`config.mk`:
```
export PLATFORM = sky130hd
export DESIGN_NAME = variable_length_code_bit_decoder_core
export DESIGN_NICKNAME = d
export VERILOG_FILES = /design/src/sv/vlcbd_pkg.sv /design/src/sv/variable_length_code_bit_decoder_core.sv /design/src/sv/vlcbd_step.sv
export VERILOG_INCLUDE_DIRS = /design/src /design/src/sv
export SDC_FILE = /design/constraint.sdc
export NUM_CORES = 1
export LEC_CHECK = 0
export ABC_AREA = 1
export BUFFER_PORTS_ARGS = -buffer_cell sky130_fd_sc_hd__buf_2
export CORE_ASPECT_RATIO = 1.5
export CORE_MARGIN = 4
export CORE_UTILIZATION = 55
export DETAILED_ROUTE_END_ITERATION = 8
export GPL_ROUTABILITY_DRIVEN = 0
export PLACE_DENSITY = 0.69
export SLEW_MARGIN = 20
export SYNTH_ARGS = -nofsm -noshare
export SYNTH_HDL_FRONTEND = slang
export SYNTH_HIERARCHICAL = 1
export SYNTH_SLANG_ARGS = --single-unit
```
`constraint.sdc`:
```
create_clock -name clk -period 10.7 [get_ports clk]
set_clock_uncertainty 0.15 [all_clocks]
set_input_delay 1.605 -clock clk [delete_from_list [all_inputs] [get_ports clk]]
set_output_delay 1.605 -clock clk [all_outputs]
set_load 0.02 [all_outputs]
```
`src/sv/variable_length_code_bit_decoder_core_macros.svh`:
```
// assertion macros for the vlc bit decoder
`ifndef VARIABLE_LENGTH_CODE_BIT_DECODER_CORE_MACROS_SVH
`define VARIABLE_LENGTH_CODE_BIT_DECODER_CORE_MACROS_SVH

// same-cycle implication, checked out of reset
`define VLCBD_ASSERT_IMPL(lbl, ante, cons, msg) \
	lbl: assert property (@(posedge clk) disable iff (!arst_n) (ante) |-> (cons)) \
		else $error(msg);

// next-cycle implication, checked out of reset
`define VLCBD_ASSERT_NEXT(lbl, ante, cons, msg) \
	lbl: assert property (@(posedge clk) disable iff (!arst_n) (ante) |=> (cons)) \
		else $error(msg);

`endif

```
`src/sv/vlcbd_pkg.sv`:
```
package vlcbd_pkg;

	localparam int DATA_W  = 16;
	localparam int ALPHA_W = 16;

	// command codes
	localparam logic [1:0] CMD_START_LIT   = 2'd0;
	localparam logic [1:0] CMD_START_LEAF  = 2'd1;
	localparam logic [1:0] CMD_START_TRUNC = 2'd2;
	localparam logic [1:0] CMD_DATA        = 2'd3;

	// code kinds
	localparam logic [1:0] KIND_LIT   = 2'd0;
	localparam logic [1:0] KIND_LEAF  = 2'd1;
	localparam logic [1:0] KIND_TRUNC = 2'd2;

	// result status
	localparam logic ST_DONE  = 1'b0;
	localparam logic ST_STRAY = 1'b1;

	typedef enum logic [1:0] {
		PH_IDLE   = 2'd0,
		PH_PREFIX = 2'd1,
		PH_SUFFIX = 2'd2,
		PH_EXTRA  = 2'd3
	} vlcbd_phase_t;

	typedef struct packed {
		logic [1:0]         cmd;
		logic               bit_value;
		logic [ALPHA_W-1:0] alphabet_size;
	} vlcbd_req_t;

	typedef struct packed {
		logic [DATA_W-1:0] decoded_value;
		logic [1:0]        code_kind;
		logic              status;
	} vlcbd_rsp_t;

	// control part of the decoder state
	typedef struct packed {
		vlcbd_phase_t phase;
		logic [1:0]   kind;
	} vlcbd_ctl_t;

	// highest set bit of v, one when v is zero
	function automatic logic [ALPHA_W-1:0] top_bit(input logic [ALPHA_W-1:0] v);
		logic [ALPHA_W-1:0] s;
		s = v | (v >> 1);
		s = s | (s >> 2);
		s = s | (s >> 4);
		s = s | (s >> 8);
		if (v == '0) begin
			top_bit = {{(ALPHA_W-1){1'b0}}, 1'b1};
		end else begin
			top_bit = s ^ (s >> 1);
		end
	endfunction

endpackage

```
`src/sv/variable_length_code_bit_decoder_core.sv`:
```
// channel | valid     | stall     | payload           | moves
// --------+-----------+-----------+-------------------+--------------------------------
// request | req_valid | req_stall | req (vlcbd_req_t) | start command or one coded bit
// result  | rsp_valid | rsp_stall | rsp (vlcbd_rsp_t) | finished code or stray status
//
// one request transfer per cycle while req_stall is low
// path is input register, one decode step of add/shift/compare, result register
// arst_n clears the decoder to idle with both stages empty
// a stalled result blocks the input register only, and req_stall rises only
// while the input register holds an item and the result register is full
`include "variable_length_code_bit_decoder_core_macros.svh"

module variable_length_code_bit_decoder_core
	import vlcbd_pkg::*;
#(
	parameter int VALUE_WIDTH        = 16,
	parameter int LITERAL_PREFIX_CAP = 5
) (
	input  logic       clk,
	input  logic       arst_n,
	input  logic       req_valid,
	output logic       req_stall,
	input  vlcbd_req_t req,
	output logic       rsp_valid,
	input  logic       rsp_stall,
	output vlcbd_rsp_t rsp
);

	// accumulator holds a leaf value or a 16 bit literal/truncated value
	localparam int ACC_W = (VALUE_WIDTH > DATA_W) ? VALUE_WIDTH : DATA_W;

	// input register
	logic       item_valid_s1;
	vlcbd_req_t item_s1;

	// result register
	logic       rsp_valid_s2;
	vlcbd_rsp_t rsp_s2;

	// decoder state
	vlcbd_ctl_t         ctl_q;
	logic [ACC_W-1:0]   acc_q;
	logic [ACC_W-1:0]   wt_q;
	logic [ALPHA_W-1:0] mask_q;
	logic [ALPHA_W-1:0] alpha_q;

	// next state from the decode step
	vlcbd_ctl_t         ctl_nxt;
	logic [ACC_W-1:0]   acc_nxt;
	logic [ACC_W-1:0]   wt_nxt;
	logic [ALPHA_W-1:0] mask_nxt;
	logic [ALPHA_W-1:0] alpha_nxt;
	logic               res_valid;
	vlcbd_rsp_t         res;

	logic out_blocked;
	logic step_go;
	logic req_xfer;
	logic rsp_xfer;

	// the held item can only be decoded when its result has somewhere to go
	assign out_blocked = rsp_valid_s2 && rsp_stall;
	assign step_go     = item_valid_s1 && !out_blocked;
	assign req_stall   = item_valid_s1 && out_blocked;
	assign req_xfer    = req_valid && !req_stall;
	assign rsp_xfer    = rsp_valid_s2 && !rsp_stall;

	assign rsp_valid = rsp_valid_s2;
	assign rsp       = rsp_s2;

	vlcbd_step #(
		.VALUE_WIDTH        (VALUE_WIDTH),
		.LITERAL_PREFIX_CAP (LITERAL_PREFIX_CAP),
		.ACC_W              (ACC_W)
	) u_step (
		.item      (item_s1),
		.ctl       (ctl_q),
		.acc       (acc_q),
		.wt        (wt_q),
		.mask      (mask_q),
		.alpha     (alpha_q),
		.ctl_nxt   (ctl_nxt),
		.acc_nxt   (acc_nxt),
		.wt_nxt    (wt_nxt),
		.mask_nxt  (mask_nxt),
		.alpha_nxt (alpha_nxt),
		.res_valid (res_valid),
		.res       (res)
	);

	// input register: reload on every transfer, empty once decoded
	always_ff @(posedge clk or negedge arst_n) begin
		if (!arst_n) begin
			item_valid_s1 <= 1'b0;
		end else if (req_xfer) begin
			item_valid_s1 <= 1'b1;
		end else if (step_go) begin
			item_valid_s1 <= 1'b0;
		end
	end

	always_ff @(posedge clk) begin
		if (req_xfer) begin
			item_s1 <= req;
		end
	end

	// result register: a new result may replace one leaving this cycle
	always_ff @(posedge clk or negedge arst_n) begin
		if (!arst_n) begin
			rsp_valid_s2 <= 1'b0;
		end else if (step_go && res_valid) begin
			rsp_valid_s2 <= 1'b1;
		end else if (rsp_xfer) begin
			rsp_valid_s2 <= 1'b0;
		end
	end

	always_ff @(posedge clk) begin
		if (step_go && res_valid) begin
			rsp_s2 <= res;
		end
	end

	// decoder state, advanced once per decoded item
	always_ff @(posedge clk or negedge arst_n) begin
		if (!arst_n) begin
			ctl_q   <= '{phase: PH_IDLE, kind: KIND_LIT};
			acc_q   <= '0;
			wt_q    <= ACC_W'(1);
			mask_q  <= '0;
			alpha_q <= '0;
		end else if (step_go) begin
			ctl_q   <= ctl_nxt;
			acc_q   <= acc_nxt;
			wt_q    <= wt_nxt;
			mask_q  <= mask_nxt;
			alpha_q <= alpha_nxt;
		end
	end

	// weight is a single bit while prefix or suffix bits are still due
	`VLCBD_ASSERT_IMPL(a_weight_onehot, ctl_q.phase == PH_PREFIX || ctl_q.phase == PH_SUFFIX, $onehot(wt_q), "bit weight not one-hot during a run")
	// waiting on the extra bit only for a short truncated code
	`VLCBD_ASSERT_IMPL(a_extra_short, ctl_q.phase == PH_EXTRA, ctl_q.kind == KIND_TRUNC && acc_q < ACC_W'(mask_q), "extra bit pending without a short code")
	// a finished code returns the decoder to idle
	`VLCBD_ASSERT_NEXT(a_done_idle, step_go && res_valid && res.status == ST_DONE, ctl_q.phase == PH_IDLE, "decoder not idle after a finished code")
	// a stray result never touches the decoder state
	`VLCBD_ASSERT_NEXT(a_stray_keeps, step_go && res_valid && res.status == ST_STRAY, $stable(ctl_q) && $stable(acc_q), "stray bit changed decoder state")

endmodule

```
`src/sv/vlcbd_step.sv`:
```
module vlcbd_step
	import vlcbd_pkg::*;
#(
	parameter int VALUE_WIDTH        = 16,
	parameter int LITERAL_PREFIX_CAP = 5,
	parameter int ACC_W              = 16
) (
	input  vlcbd_req_t         item,
	input  vlcbd_ctl_t         ctl,
	input  logic [ACC_W-1:0]   acc,
	input  logic [ACC_W-1:0]   wt,
	input  logic [ALPHA_W-1:0] mask,
	input  logic [ALPHA_W-1:0] alpha,
	output vlcbd_ctl_t         ctl_nxt,
	output logic [ACC_W-1:0]   acc_nxt,
	output logic [ACC_W-1:0]   wt_nxt,
	output logic [ALPHA_W-1:0] mask_nxt,
	output logic [ALPHA_W-1:0] alpha_nxt,
	output logic               res_valid,
	output vlcbd_rsp_t         res
);

	logic [ALPHA_W-1:0] m;
	logic [ACC_W-1:0]   acc_sum;
	logic [ACC_W-1:0]   acc_bit;
	logic               cap_hit;
	logic [DATA_W-1:0]  trunc_low;
	logic [DATA_W-1:0]  extra_hi;
	logic [ACC_W-1:0]   short_lim;

	assign m         = top_bit(item.alphabet_size);
	assign acc_sum   = acc + wt;
	assign acc_bit   = item.bit_value ? acc_sum : acc;
	assign cap_hit   = (ctl.kind == KIND_LIT) ? wt[LITERAL_PREFIX_CAP-1] : wt[VALUE_WIDTH-1];
	assign trunc_low = mask - acc_bit[DATA_W-1:0] - DATA_W'(1);
	assign extra_hi  = acc[DATA_W-1:0] + mask;
	assign short_lim = ACC_W'(alpha & ~mask);

	always_comb begin
		ctl_nxt   = ctl;
		acc_nxt   = acc;
		wt_nxt    = wt;
		mask_nxt  = mask;
		alpha_nxt = alpha;
		res_valid = 1'b0;
		res       = '0;
		res.code_kind = ctl.kind;
		res.status    = ST_DONE;

		case (item.cmd)
			CMD_START_LIT, CMD_START_LEAF: begin
				ctl_nxt.phase = PH_PREFIX;
				ctl_nxt.kind  = (item.cmd == CMD_START_LIT) ? KIND_LIT : KIND_LEAF;
				wt_nxt        = ACC_W'(1);
				acc_nxt       = '0;
			end
			CMD_START_TRUNC: begin
				ctl_nxt.kind  = KIND_TRUNC;
				alpha_nxt     = item.alphabet_size;
				mask_nxt      = m;
				acc_nxt       = '0;
				wt_nxt        = ACC_W'(m >> 1);
				// size zero or one: nothing to read, value zero
				if (m[ALPHA_W-1:1] == '0) begin
					ctl_nxt.phase = PH_IDLE;
					res_valid     = 1'b1;
					res.code_kind = KIND_TRUNC;
				end else begin
					ctl_nxt.phase = PH_SUFFIX;
				end
			end
			default: begin
				case (ctl.phase)
					PH_PREFIX: begin
						acc_nxt = acc_bit;
						if (item.bit_value && !cap_hit) begin
							wt_nxt = wt << 1;
						end else if (item.bit_value && ctl.kind != KIND_LIT) begin
							// leaf run at its cap: all ones, no suffix
							ctl_nxt.phase     = PH_IDLE;
							res_valid         = 1'b1;
							res.decoded_value = acc_bit[DATA_W-1:0];
						end else if (item.bit_value) begin
							// literal run at its cap: suffix at the same weight
							ctl_nxt.phase = PH_SUFFIX;
						end else if (wt[0]) begin
							// empty run
							ctl_nxt.phase     = PH_IDLE;
							res_valid         = 1'b1;
							res.decoded_value = acc[DATA_W-1:0];
						end else begin
							wt_nxt        = wt >> 1;
							ctl_nxt.phase = PH_SUFFIX;
						end
					end
					PH_SUFFIX: begin
						acc_nxt = acc_bit;
						wt_nxt  = wt >> 1;
						if (wt[0]) begin
							if (ctl.kind == KIND_TRUNC && acc_bit < short_lim) begin
								ctl_nxt.phase = PH_EXTRA;
							end else begin
								ctl_nxt.phase     = PH_IDLE;
								res_valid         = 1'b1;
								res.decoded_value = (ctl.kind == KIND_TRUNC) ? trunc_low
									: acc_bit[DATA_W-1:0];
							end
						end
					end
					PH_EXTRA: begin
						ctl_nxt.phase     = PH_IDLE;
						res_valid         = 1'b1;
						res.decoded_value = item.bit_value ? extra_hi
							: (mask - acc[DATA_W-1:0] - DATA_W'(1));
					end
					default: begin
						// stray bit, state untouched
						res_valid     = 1'b1;
						res.code_kind = KIND_LIT;
						res.status    = ST_STRAY;
					end
				endcase
			end
		endcase
	end

endmodule
```
==> flow_summary.json, run 1 <==
{
  "status": "complete, no violations",
  "routed_wl_mm": 33.1,
  "crit_start": "wt_q[0]$_DFFE_PN1P_",
  "wl_met3_mm": 2.38,
  "grt_usage_pct": 31.5,
  "yosysSeqAreaShare_pct": 28.3,
  "drtIter0Drc": 949,
  "die_h_um": 175,
  "rsz0062_at_grt": "no",
  "rr_startpoint": "wt_q[0]$_DFFE_PN1P_",
  "cp_slowest_cell": "dfstp_2",
  "drv_cap": 0,
  "portBuffers": 43,
  "hold_end": "alpha_q[0]$_DFFE_PN0P_",
  "netlist_instances": 1588,
  "ctsResizeCount": 0,
  "dr_wl_met2_mm": 15.8,
  "die-area_um2": 20900,
  "synth_seq_cells": 108,
  "die_w_um": 119,
  "grt_overflow": 0,
  "grt_max_degree": 73,
  "critical-path-top-delay-family": "simple AND/OR/NAND/NOR gates",
  "met1_length_mm": 13.4,
  "max_clock_freq_ghz": 0.199,
  "cts_tree": "built",
  "num_io_pins": 44,
  "antenna_found_initial": 0,
  "grt_pass1_wl_mm": 52.5,
  "synth.area.top_cells": "nand2_1 18%, dfrtp_1 17%, edfxtp_1 11%",
  "async_flop_share_pct": 64.8,
  "grt_pass1_vias": 10000,
  "hpwl_mm": 24.2,
  "insertion_delay_ns": 0.37,
  "synth_top_area_share_pct": 17.6,
  "synth_warnings": 6,
  "cts_buffer_depth": 2,
  "synth.distinct_cells": 47,
  "post-route-period-util_pct": 46.9,
  "cts_setup_buffers": 0,
  "clk_pin_slew_ns": 0.08,
  "cts_htree_levels": 3,
  "power_w": 0.00159,
  "tns_ns": 0,
  "power_density_nw_per_um2": 146,
  "p_leak_nw": 5.57,
  "final_hold_viol_count": 0,
  "dp_cells": 1826,
  "reg2reg_depth": 26,
  "synth_common_cells": "479 x nand2_1, 192 x inv_1, 164 x nand3_1",
  "viasPerCell": 5.90,
  "vias": 10900,
  "numCtsBuffers": 9,
  "drive_above_1_share_pct": 8.03,
  "diodes": 0,
  "finalMaxSlewViolations": 0,
  "initial_utilization_pct": 56.6,
  "layout.cells.non_filler": 1842,
  "worst_slew_pin_slew_ns": 1.15,
  "slew_headroom_pct": 23.0,
  "rr_endpoint": "rsp[3]$_DFFE_PP_",
  "worstSetupPathType": "reg2reg",
  "start_kind": "flip-flop",
  "cts.sinks": 108,
  "dr.max_layer_used": "met4",
  "hp-start": "alpha_q[0]$_DFFE_PN0P_",
  "ant_nets": 0,
  "worstPathArrival_ns": 4.88,
  "yosysMostFrequentCell": "nand2_1",
  "critPathMaxFanout": 19,
  "cp_common_cell": "nand3_1",
  "drc_errors": 0,
  "hp-class": "reg2reg",
  "rows": 60,
  "ir_drop_uv": 88.4,
  "synth_edf_count": 38,
  "final.setup.worst_slack_ns": 5.68,
  "slowest_delay_ns": 0.75,
  "dr.pass1.iters": 6,
  "coreArea_um2": 18100,
  "whs_path_depth": 2,
  "crit_path_end_kind": "flip-flop",
  "syn_area_per_cell_um2": 6.45,
  "yosys.area.top_type": "nand2_1",
  "synth_area_um2": 10200,
  "nets": 1684,
  "syn-num-nets": 1683,
  "critPathRequiredTime_ns": 10.56,
  "area_growth_syn_to_layout_pct": 6.17,
  "cp_num_buf_inv": 4,
  "ys.flop_type": "dfrtp_1",
  "rrSetupSlack_ns": 5.68,
  "pre_cts_slack_ns": 5.42,
  "cts_hold_buf": 0,
  "wl_per_cell_um": 18.0,
  "final-setup-viol-count": 0,
  "post-route-min-period_ns": 5.02,
  "cts-root-buf": "clkbuf_16"
}
[worst reg2reg max path: stages, from the launching register on]
cell and delay (ns):
dfstp_2 0.75, ha_1 0.26, inv_1 0.09, fa_1 0.41
inv_1 0.10, nand3_1 0.08, nand2_2 0.12, nand3_1 0.16
nand3_1 0.16, a21oi_1 0.08, nor2_1 0.10, nor2_1 0.06
xor2_1 0.19, o21bai_1 0.16, ha_1 0.31, nand2_1 0.05
inv_1 0.07, nand2_2 0.06, nor2_2 0.09, nand3_1 0.13
nand3_2 0.11, nand2_4 0.10, nand3_1 0.09, nand2_1 0.06
nand2_1 0.08, inv_1 0.07, nor2_4 0.55
[flip-flops by register name, indices dropped and copies added, names as in the netlist]
| register | flops |
|---|---|
| acc_q | 16 |
| alpha_q | 16 |
| ctl_q | 4 |
| item_s1 | 19 |
| item_valid_s1 | 1 |
| mask_q | 16 |
| rsp | 19 |
| rsp_valid | 1 |
| wt_q | 16 |
[per-stage QoR]
step                cell area, µm²  util [%]  hold slack (ns)
finish                       10900      60.1            0.327
global route                 10900      60.1            0.338
CTS                          10900      60.1            0.329
detailed placement           10600      58.4            0.308
global placement             10600      58.4            0.308
floorplan                    10200         -            0.292
[layout make-up]
class | count | area, µm²
clock buffers | 9 | 225
multi-input cells | 1215 | 6300
inverters | 201 | 759
well taps | 248 | 310
fillers | 1820 | 7220
flip-flops and latches | 108 | 2900
clock inverters | 7 | 77.6
repair buffers | 54 | 300
[cells by family (layout without fill, tap and decap cells)]
| group | Yosys count | after routing | share of synthesized area [%] |
|---|---|---|---|
| AOI/OAI and AO/OA | 325 | 325 | 17.1 |
| buffers and inverters | 265 | 271 | 10.3 |
| DFF | 108 | 108 | 28.3 |
| adders and majority gates | 72 | 72 | 9.09 |
| xor gates and xnor gates | 13 | 13 | 1.19 |
| and+or+nand+nor | 805 | 805 | 34.1 |
[worst max path at each step]
stage	end	depth (start not counted)
after global routing	rsp[15]$_DFFE_PP_	26
after floorplan	rsp[0]$_DFFE_PP_	26
after CTS	rsp[15]$_DFFE_PP_	26
final	rsp[3]$_DFFE_PP_	26
after global placement	rsp[3]$_DFFE_PP_	26
after detailed placement	rsp[6]$_DFFE_PP_	26
[placed cells by master, fill, tap and decap left out, types with 2 or more instances in the layout]
master / n
nand3_1: 164
fa_1: 4
a21oi_1: 124
nand2_2: 16
o22ai_1: 7
xnor2_1: 3
and2_1: 3
nand3b_1: 2
nand3_2: 12
o21bai_1: 8
a22oi_1: 5
o211ai_1: 10
a21oi_2: 2
nand2_1: 479
inv_1: 192
nand4_1: 21
ha_1: 68
a31oi_1: 10
clkbuf_16: 9
edfxtp_1: 38
nor3_1: 5
inv_8: 4
nor2_1: 82
inv_2: 4
o21ai_0: 143
a21o_1: 3
nor2_2: 11
a21boi_0: 4
dfrtp_1: 68
o21a_1: 2
buf_4: 12
xor2_1: 9
buf_2: 42
a211oi_1: 4
or2_2: 5
clkinv_1: 4
[power by group]
group,internal (W),leakage [nW],switching [W]
clock,0.000168,0.146,0.000185
combinational,0.000209,4.11,0.000481
sequential,0.000477,1.31,0.0000681
total,0.000853,5.57,0.000734
[routing by layer]
layer | vias to the layer above | GRT usage, %
li1 | 5227 | -
met1 | 5013 | 40.2
met2 | 526 | 53.9
met3 | 93 | 2.85
met4 | 0 | 14.4
met5 | - | 0
(Power assumes the default switching activity.)
==> inputs of run 2 (changes only) <==
--- a/config.mk
+++ b/config.mk
@@ -6,14 +6,14 @@
 export SDC_FILE = /design/constraint.sdc
 export NUM_CORES = 1
 export LEC_CHECK = 0
-export ABC_AREA = 1
+export ABC_AREA = 0
 export BUFFER_PORTS_ARGS = -buffer_cell sky130_fd_sc_hd__buf_2
 export CORE_ASPECT_RATIO = 1.5
 export CORE_MARGIN = 4
 export CORE_UTILIZATION = 55
 export DETAILED_ROUTE_END_ITERATION = 8
 export GPL_ROUTABILITY_DRIVEN = 0
-export PLACE_DENSITY = 0.69
+export PLACE_DENSITY = 0.72
 export SLEW_MARGIN = 20
 export SYNTH_ARGS = -nofsm -noshare
 export SYNTH_HDL_FRONTEND = slang
==> constraint.sdc (replaced) <==
create_clock -name clk -period 4.5 [get_ports clk]
set_clock_uncertainty 0.15 [all_clocks]
set_input_delay 0.675 -clock clk [delete_from_list [all_inputs] [get_ports clk]]
set_output_delay 0.675 -clock clk [all_outputs]
set_load 0.02 [all_outputs]
==> run 2 against run 1 <==
Highest routed layer unchanged. Cell count shrank 20%. Total power increased to 3.5 times the previous value. The run now ends with setup timing left. Critical path depth down 4. Largest power group unchanged. Global-route usage is 1.9 points lower.
==> flow_summary.json, run 2 <==
{
  "worstPathArrival_ns": 4.62,
  "diodes": 0,
  "slowest_delay_ns": 0.43,
  "drc_errors": 0,
  "initial_utilization_pct": 56.2,
  "syn_area_per_cell_um2": 8.67,
  "critPathRequiredTime_ns": 4.48,
  "vias": 9536,
  "yosys.area.top_type": "dfrtp_1",
  "die_h_um": 171,
  "final_hold_viol_count": 0,
  "synth.area.top_cells": "dfrtp_1 18%, edfxtp_1 12%, ha_1 8.7%",
  "rsz0062_at_grt": "yes",
  "viasPerCell": 6.44,
  "hp-class": "in2async",
  "cp_slowest_cell": "dfrtp_1",
  "timing.hold.ws_ns": 0.278,
  "n_fill_cell": 1409,
  "clk_pin_slew_ns": 0.08,
  "placed_area_um2": 10900,
  "nets": 1357,
  "drtIter0Drc": 891,
  "max_clock_freq_ghz": 0.216,
  "final-setup-viol-count": 19,
  "post-route-period-util_pct": 103,
  "finalMaxSlewViolations": 0,
  "synth_seq_cells": 108,
  "cts.sinks": 108,
  "critPathMaxFanout": 7,
  "dp_cells": 1437,
  "p_sw_w": 0.00241,
  "grt_overflow": 0,
  "worst_slew_pin_slew_ns": 1.13,
  "final_cell_area_um2": 11800,
  "seq_area_um2": 2900,
  "async_flop_share_pct": 64.8,
  "grt_pass1_wl_mm": 46.5,
  "netlist_instances": 1129,
  "layout_common_cells": "164 x nand2_1, 133 x buf_4, 72 x o21ai_0",
  "final.setup.worst_slack_ns": -0.137,
  "cp_num_buf_inv": 2,
  "yosysMostFrequentCell": "nand2_1",
  "synth_top_area_share_pct": 17.6,
  "ant_nets": 0,
  "yosysSeqAreaShare_pct": 29.6,
  "rows": 59,
  "start_kind": "flip-flop",
  "wl_per_cell_um": 20.4,
  "synth_area_um2": 9790,
  "grt_max_degree": 71,
  "crit_chain": "ha_4 > a211oi_4 > o211ai_2 > a221oi_2 > o21bai_1 > a21oi_2 > o21ai_1 > xor2_1 > nand2_1 > xnor2_1 > ha_1 > a21oi_2 > nand2_1 > nor3b_2 > o221ai_2 > and4_4 > o21ai_2 > nand2_1 > nand2_2 > a21oi_4 > buf_12 > buf_16",
  "cts_tree": "built",
  "synth.distinct_cells": 90,
  "cts_htree_levels": 3,
  "hpwl_mm": 20.8,
  "seqPwrFrac_pct": 26.0,
  "crit_path_end_kind": "flip-flop",
  "insertion_delay_ns": 0.37,
  "multi_input_area_um2": 6730,
  "cts_hold_buf": 0,
  "critical-path-top-delay-family": "compound AO/OA/AOI/OAI gates",
  "cts-root-buf": "clkbuf_16",
  "ys.flop_type": "dfrtp_1",
  "p_comb_share_pct": 58.5,
  "p_leak_nw": 5.29,
  "area_growth_syn_to_layout_pct": 20.4,
  "pre_cts_slack_ns": -0.339,
  "routed_wl_mm": 30.2,
  "final_common_cell": "nand2_1",
  "synth_common_cells": "167 x nand2_1, 79 x o21ai_0, 69 x dfrtp_1",
  "drive_above_1_share_pct": 28.7,
  "switching_share_pct": 43.8,
  "synth_edf_count": 38,
  "violations": "setup timing",
  "cts_buffer_depth": 2,
  "portBuffers": 43,
  "die_w_um": 117,
  "worstSetupPathType": "reg2reg",
  "final_util_pct": 67.7,
  "drv_cap": 0,
  "grt_pass1_vias": 9072,
  "p_clk_share_pct": 15.5,
  "grt_usage_pct": 29.6,
  "dr.pass1.iters": 7,
  "synth_warnings": 6,
  "die-area_um2": 20000,
  "layout.cells.non_filler": 1480,
  "coreArea_um2": 17400,
  "ir_drop_uv": 327,
  "syn-num-nets": 1224,
  "antenna_found_initial": 0,
  "power_density_nw_per_um2": 467,
  "slew_headroom_pct": 24.8,
  "status": "complete, but fails checks",
  "cp_common_cell": "nand2_1",
  "p_int_w": 0.00309,
  "post-route-min-period_ns": 4.64,
  "num_io_pins": 44,
  "numCtsBuffers": 9
}
-- run 2: cell types whose count changed after synthesis, moves of 19 or more --
cell and change:
nand2_1 -312, mux2_2 +49, mux2_4 +20, inv_1 -131, xnor2_1 +29, a21oi_1 -73, o21ai_0 -64, nand3_1 -124
nand2b_1 +19
-- run 2: path summary, 6_finish.rpt --
kind | endpoint | from | cells after the start | slack (ns)
max | rsp[8]$_DFFE_PP_ | wt_q[1]$_DFFE_PN0P_ | 22 | -0.14
min | mask_q[2]$_DFFE_PN0P_ | arst_n | 1 | 0.28
max reg2reg | rsp[8]$_DFFE_PP_ | wt_q[1]$_DFFE_PN0P_ | 22 | -0.14
min reg2reg | alpha_q[4]$_DFFE_PN0P_ | alpha_q[4]$_DFFE_PN0P_ | 1 | 0.40
max in group asynchronous | acc_q[1]$_DFFE_PN0P_ | arst_n | 1 | 3.22
min in group clk | item_s1[5]$_DFFE_PP_ | req[5] | 1 | 0.33
-- run 2: timing repair --
item,in CTS,in global routing
gates cloned,1,0
pin swaps,13,35
buffers inserted,14,13
resized for setup,21,40
setup endpoints to repair,36,38
-- run 2: final cells by class --
| cell class | instances | area share (%) |
|---|---|---|
| clock inverters | 6 | 0.647 |
| repair buffers | 185 | 11.6 |
| inverters | 61 | 1.94 |
| multi-input cells | 897 | 57.1 |
| clock buffers | 10 | 1.94 |
| flip-flops and latches | 108 | 24.6 |
| well taps | 213 | 2.26 |
-- run 2: stage by stage --
step	setup TNS [ns]	total power (W)
final	-2.07	0.00550
after global routing	-8.23	0.00582
after CTS	-1.36	0.00525
after detailed placement	-8.08	0.00427
after global placement	-4.49	0.00421
after floorplan	-0.996	0.00336
-- run 2: cell families (layout without fill, tap and decap cells) --
logic type | count (synthesis) | count (layout) | synth area share [%]
xor+xnor | 49 | 49 | 4.38
compound gates | 314 | 314 | 22.8
fa+ha+maj | 77 | 77 | 10.1
flops | 108 | 108 | 29.6
mux | 78 | 78 | 9.75
buf+inv | 124 | 262 | 5.53
simple gates | 379 | 379 | 17.9
-- run 2: power by group through the flow --
stage / clock (W) / sequential [W] / combinational (W)
finish: 0.000851 / 0.00143 / 0.00322
global route: 0.000898 / 0.00145 / 0.00347
CTS: 0.000863 / 0.00142 / 0.00296
detailed placement: 0 / 0.00144 / 0.00283
global placement: 0 / 0.00143 / 0.00278
floorplan: 0 / 0.00143 / 0.00194
-- run 2: routing by layer --
layer | GRT usage [%] | wire, µm | vias up | part of all wire [%]
met5 | 0 | 0 | - | 0
met4 | 14.6 | 1480 | 0 | 4.9
met3 | 3.20 | 2040 | 109 | 6.8
met2 | 49.5 | 14800 | 483 | 49
met1 | 37.7 | 11800 | 4561 | 39
li1 | - | - | 4383 | -
-- run 2: worst reg2reg max path, stage by stage, from the launching register on --
cell      delay [ns]
dfrtp_1         0.43
ha_4            0.28
a211oi_4        0.27
o211ai_2        0.17
a221oi_2        0.37
o21bai_1        0.18
a21oi_2         0.21
o21ai_1         0.09
xor2_1          0.20
nand2_1         0.11
xnor2_1         0.16
ha_1            0.32
a21oi_2         0.16
nand2_1         0.09
nor3b_2         0.24
o221ai_2        0.14
and4_4          0.22
o21ai_2         0.11
nand2_1         0.07
nand2_2         0.10
a21oi_4         0.05
buf_12          0.15
buf_16          0.15
==> inputs of run 3 (changes only) <==
--- a/config.mk
+++ b/config.mk
@@ -14,8 +14,8 @@
 export DETAILED_ROUTE_END_ITERATION = 8
 export GPL_ROUTABILITY_DRIVEN = 0
 export PLACE_DENSITY = 0.72
-export SLEW_MARGIN = 20
 export SYNTH_ARGS = -nofsm -noshare
 export SYNTH_HDL_FRONTEND = slang
 export SYNTH_HIERARCHICAL = 1
 export SYNTH_SLANG_ARGS = --single-unit
+export TNS_END_PERCENT = 50
==> run 3 against run 2 <==
The run still ends with setup timing left. Critical path depth shrank 2. Cell count shrank 0.54%. Critical path type unchanged. Die area is the same. First-iteration DRC count shrank 9.3%. Clock power is essentially flat. Register-to-register slack is essentially flat. Hold slack gained 0.0019 ns. Worst setup slack lost 0.0043 ns. Flip-flop and latch count is the same. Combinational power shrank 3%.
==> flow_summary.json, run 3 (synthesis gave the netlist of run 2 again) <==
{
  "die_h_um": 171,
  "cp_common_cell": "o21ai_1",
  "ant_nets": 0,
  "final.setup.worst_slack_ns": -0.141,
  "final_common_cell": "nand2_1",
  "layout.cells.non_filler": 1472,
  "drive_above_1_share_pct": 27.2,
  "violations": "setup timing",
  "finalMaxSlewViolations": 0,
  "die_w_um": 117,
  "vias": 9463,
  "cp_slowest_cell": "dfstp_2",
  "final_hold_viol_count": 0,
  "reg2reg_depth": 20,
  "rsz0062_at_grt": "yes",
  "grt_max_degree": 71,
  "routed_wl_mm": 29.6,
  "pre_cts_slack_ns": -0.339,
  "crit_path_end_kind": "flip-flop",
  "num_io_pins": 44,
  "initial_utilization_pct": 56.2,
  "drv_cap": 0,
  "layout_common_cells": "162 x nand2_1, 127 x buf_4, 72 x o21ai_0",
  "post-route-period-util_pct": 103,
  "slowest_delay_ns": 0.55,
  "start_kind": "flip-flop",
  "critPathRequiredTime_ns": 4.46,
  "insertion_delay_ns": 0.36,
  "final-setup-viol-count": 24,
  "area_growth_syn_to_layout_pct": 18.7,
  "portBuffers": 43,
  "p_leak_nw": 5.24,
  "viasPerCell": 6.43,
  "rr_endpoint": "rsp[16]$_DFFE_PP_",
  "cts_buffer_depth": 2,
  "cts.sinks": 108,
  "numCtsBuffers": 9,
  "dp_cells": 1437,
  "grt_usage_pct": 29.7,
  "die-area_um2": 20000,
  "nets": 1349,
  "grt_overflow": 0,
  "ir_drop_uv": 361,
  "worst_slew_pin_slew_ns": 1.16,
  "final_cell_area_um2": 11600,
  "clk_pin_slew_ns": 0.08,
  "rows": 59,
  "power_density_nw_per_um2": 466,
  "worstSetupPathType": "reg2reg",
  "max_clock_freq_ghz": 0.215,
  "status": "complete, but fails checks",
  "wl_per_cell_um": 20.1,
  "cts_tree": "built",
  "worstPathArrival_ns": 4.60,
  "post-route-min-period_ns": 4.64,
  "placed_area_um2": 10900,
  "drtIter0Drc": 808,
  "dr.pass1.iters": 6,
  "timing.hold.ws_ns": 0.280,
  "grt_pass1_wl_mm": 46.6,
  "hp-class": "in2async",
  "rrSetupSlack_ns": -0.14,
  "antenna_found_initial": 0,
  "rr_startpoint": "wt_q[0]$_DFFE_PN1P_",
  "slew_headroom_pct": 22.9,
  "cts_htree_levels": 3,
  "grt_pass1_vias": 9082,
  "tns_ns": -2.13,
  "cts-root-buf": "clkbuf_16",
  "crit_chain": "ha_4 > inv_2 > fa_2 > buf_6 > xnor2_4 > mux2i_2 > buf_4 > ha_1 > o21ai_1 > o21bai_1 > a21oi_1 > buf_4 > nand2_1 > a311o_1 > maj3_2 > o21ai_1 > o21ai_1 > maj3_2 > xnor2_1 > o211ai_1",
  "coreArea_um2": 17400,
  "diodes": 0,
  "hpwl_mm": 20.8,
  "drc_errors": 0,
  "critPathMaxFanout": 3
}
## run 3: what timing repair did
item | CTS | global route
pin swaps | 8 | 24
resized for setup | 22 | 25
hold endpoints to repair | 0 | 0
hold buffers | 0 | 0
buffers inserted | 10 | 8
setup endpoints to repair | 36 | 38
cloned | 1 | 0
## run 3: per-layer routing
metal | wire, µm | track usage (%)
met5 | 0 | 0
met4 | 1560 | 14.8
met3 | 2100 | 2.96
met2 | 14400 | 49.6
met1 | 11600 | 38.0
## run 3: where the power goes
part	switching, W	total, W	internal (W)
registers	0.000217	0.00143	0.00122
logic	0.00175	0.00313	0.00138
clock network	0.000407	0.000853	0.000446
## run 3: how the worst max path moves through the flow
stage | slack (ns) | start | cells past startpoint | end
after floorplan | -0.05 | acc_q[1]$_DFFE_PN0P_ | 22 | rsp[0]$_DFFE_PP_
after global placement | -0.21 | wt_q[0]$_DFFE_PN1P_ | 22 | rsp[3]$_DFFE_PP_
after detailed placement | -0.34 | wt_q[0]$_DFFE_PN1P_ | 23 | rsp[17]$_DFFE_PP_
after CTS | -0.1 | wt_q[0]$_DFFE_PN1P_ | 23 | rsp[9]$_DFFE_PP_
after global routing | -0.36 | acc_q[0]$_DFFE_PN0P_ | 23 | rsp[10]$_DFFE_PP_
final | -0.14 | wt_q[0]$_DFFE_PN1P_ | 20 | rsp[16]$_DFFE_PP_
## run 3: critical path: cells and delay by family, from the launching register on
kind / cells / cell delay, ns
xor+xnor: 2 / 0.28
flops: 1 / 0.55
simple gates: 1 / 0.09
compound gates: 7 / 1.26
buf+inv: 4 / 0.48
mux: 1 / 0.20
fa+ha+maj: 5 / 1.38
## run 3: stage by stage
step | power (W) | util (%)
floorplan | 0.00336 | -
global placement | 0.00421 | 62.8
detailed placement | 0.00427 | 62.8
CTS | 0.00525 | 65.8
global route | 0.00573 | 66.7
finish | 0.00542 | 66.7
## run 3: layout make-up
type	instances	area [µm²]
sequential	108	2900
inverter	61	229
clock inverter	6	76.3
clock buffer	10	229
multi-input combinational	897	6630
fill	1429	5790
tap	213	267
timing repair buffer	177	1310
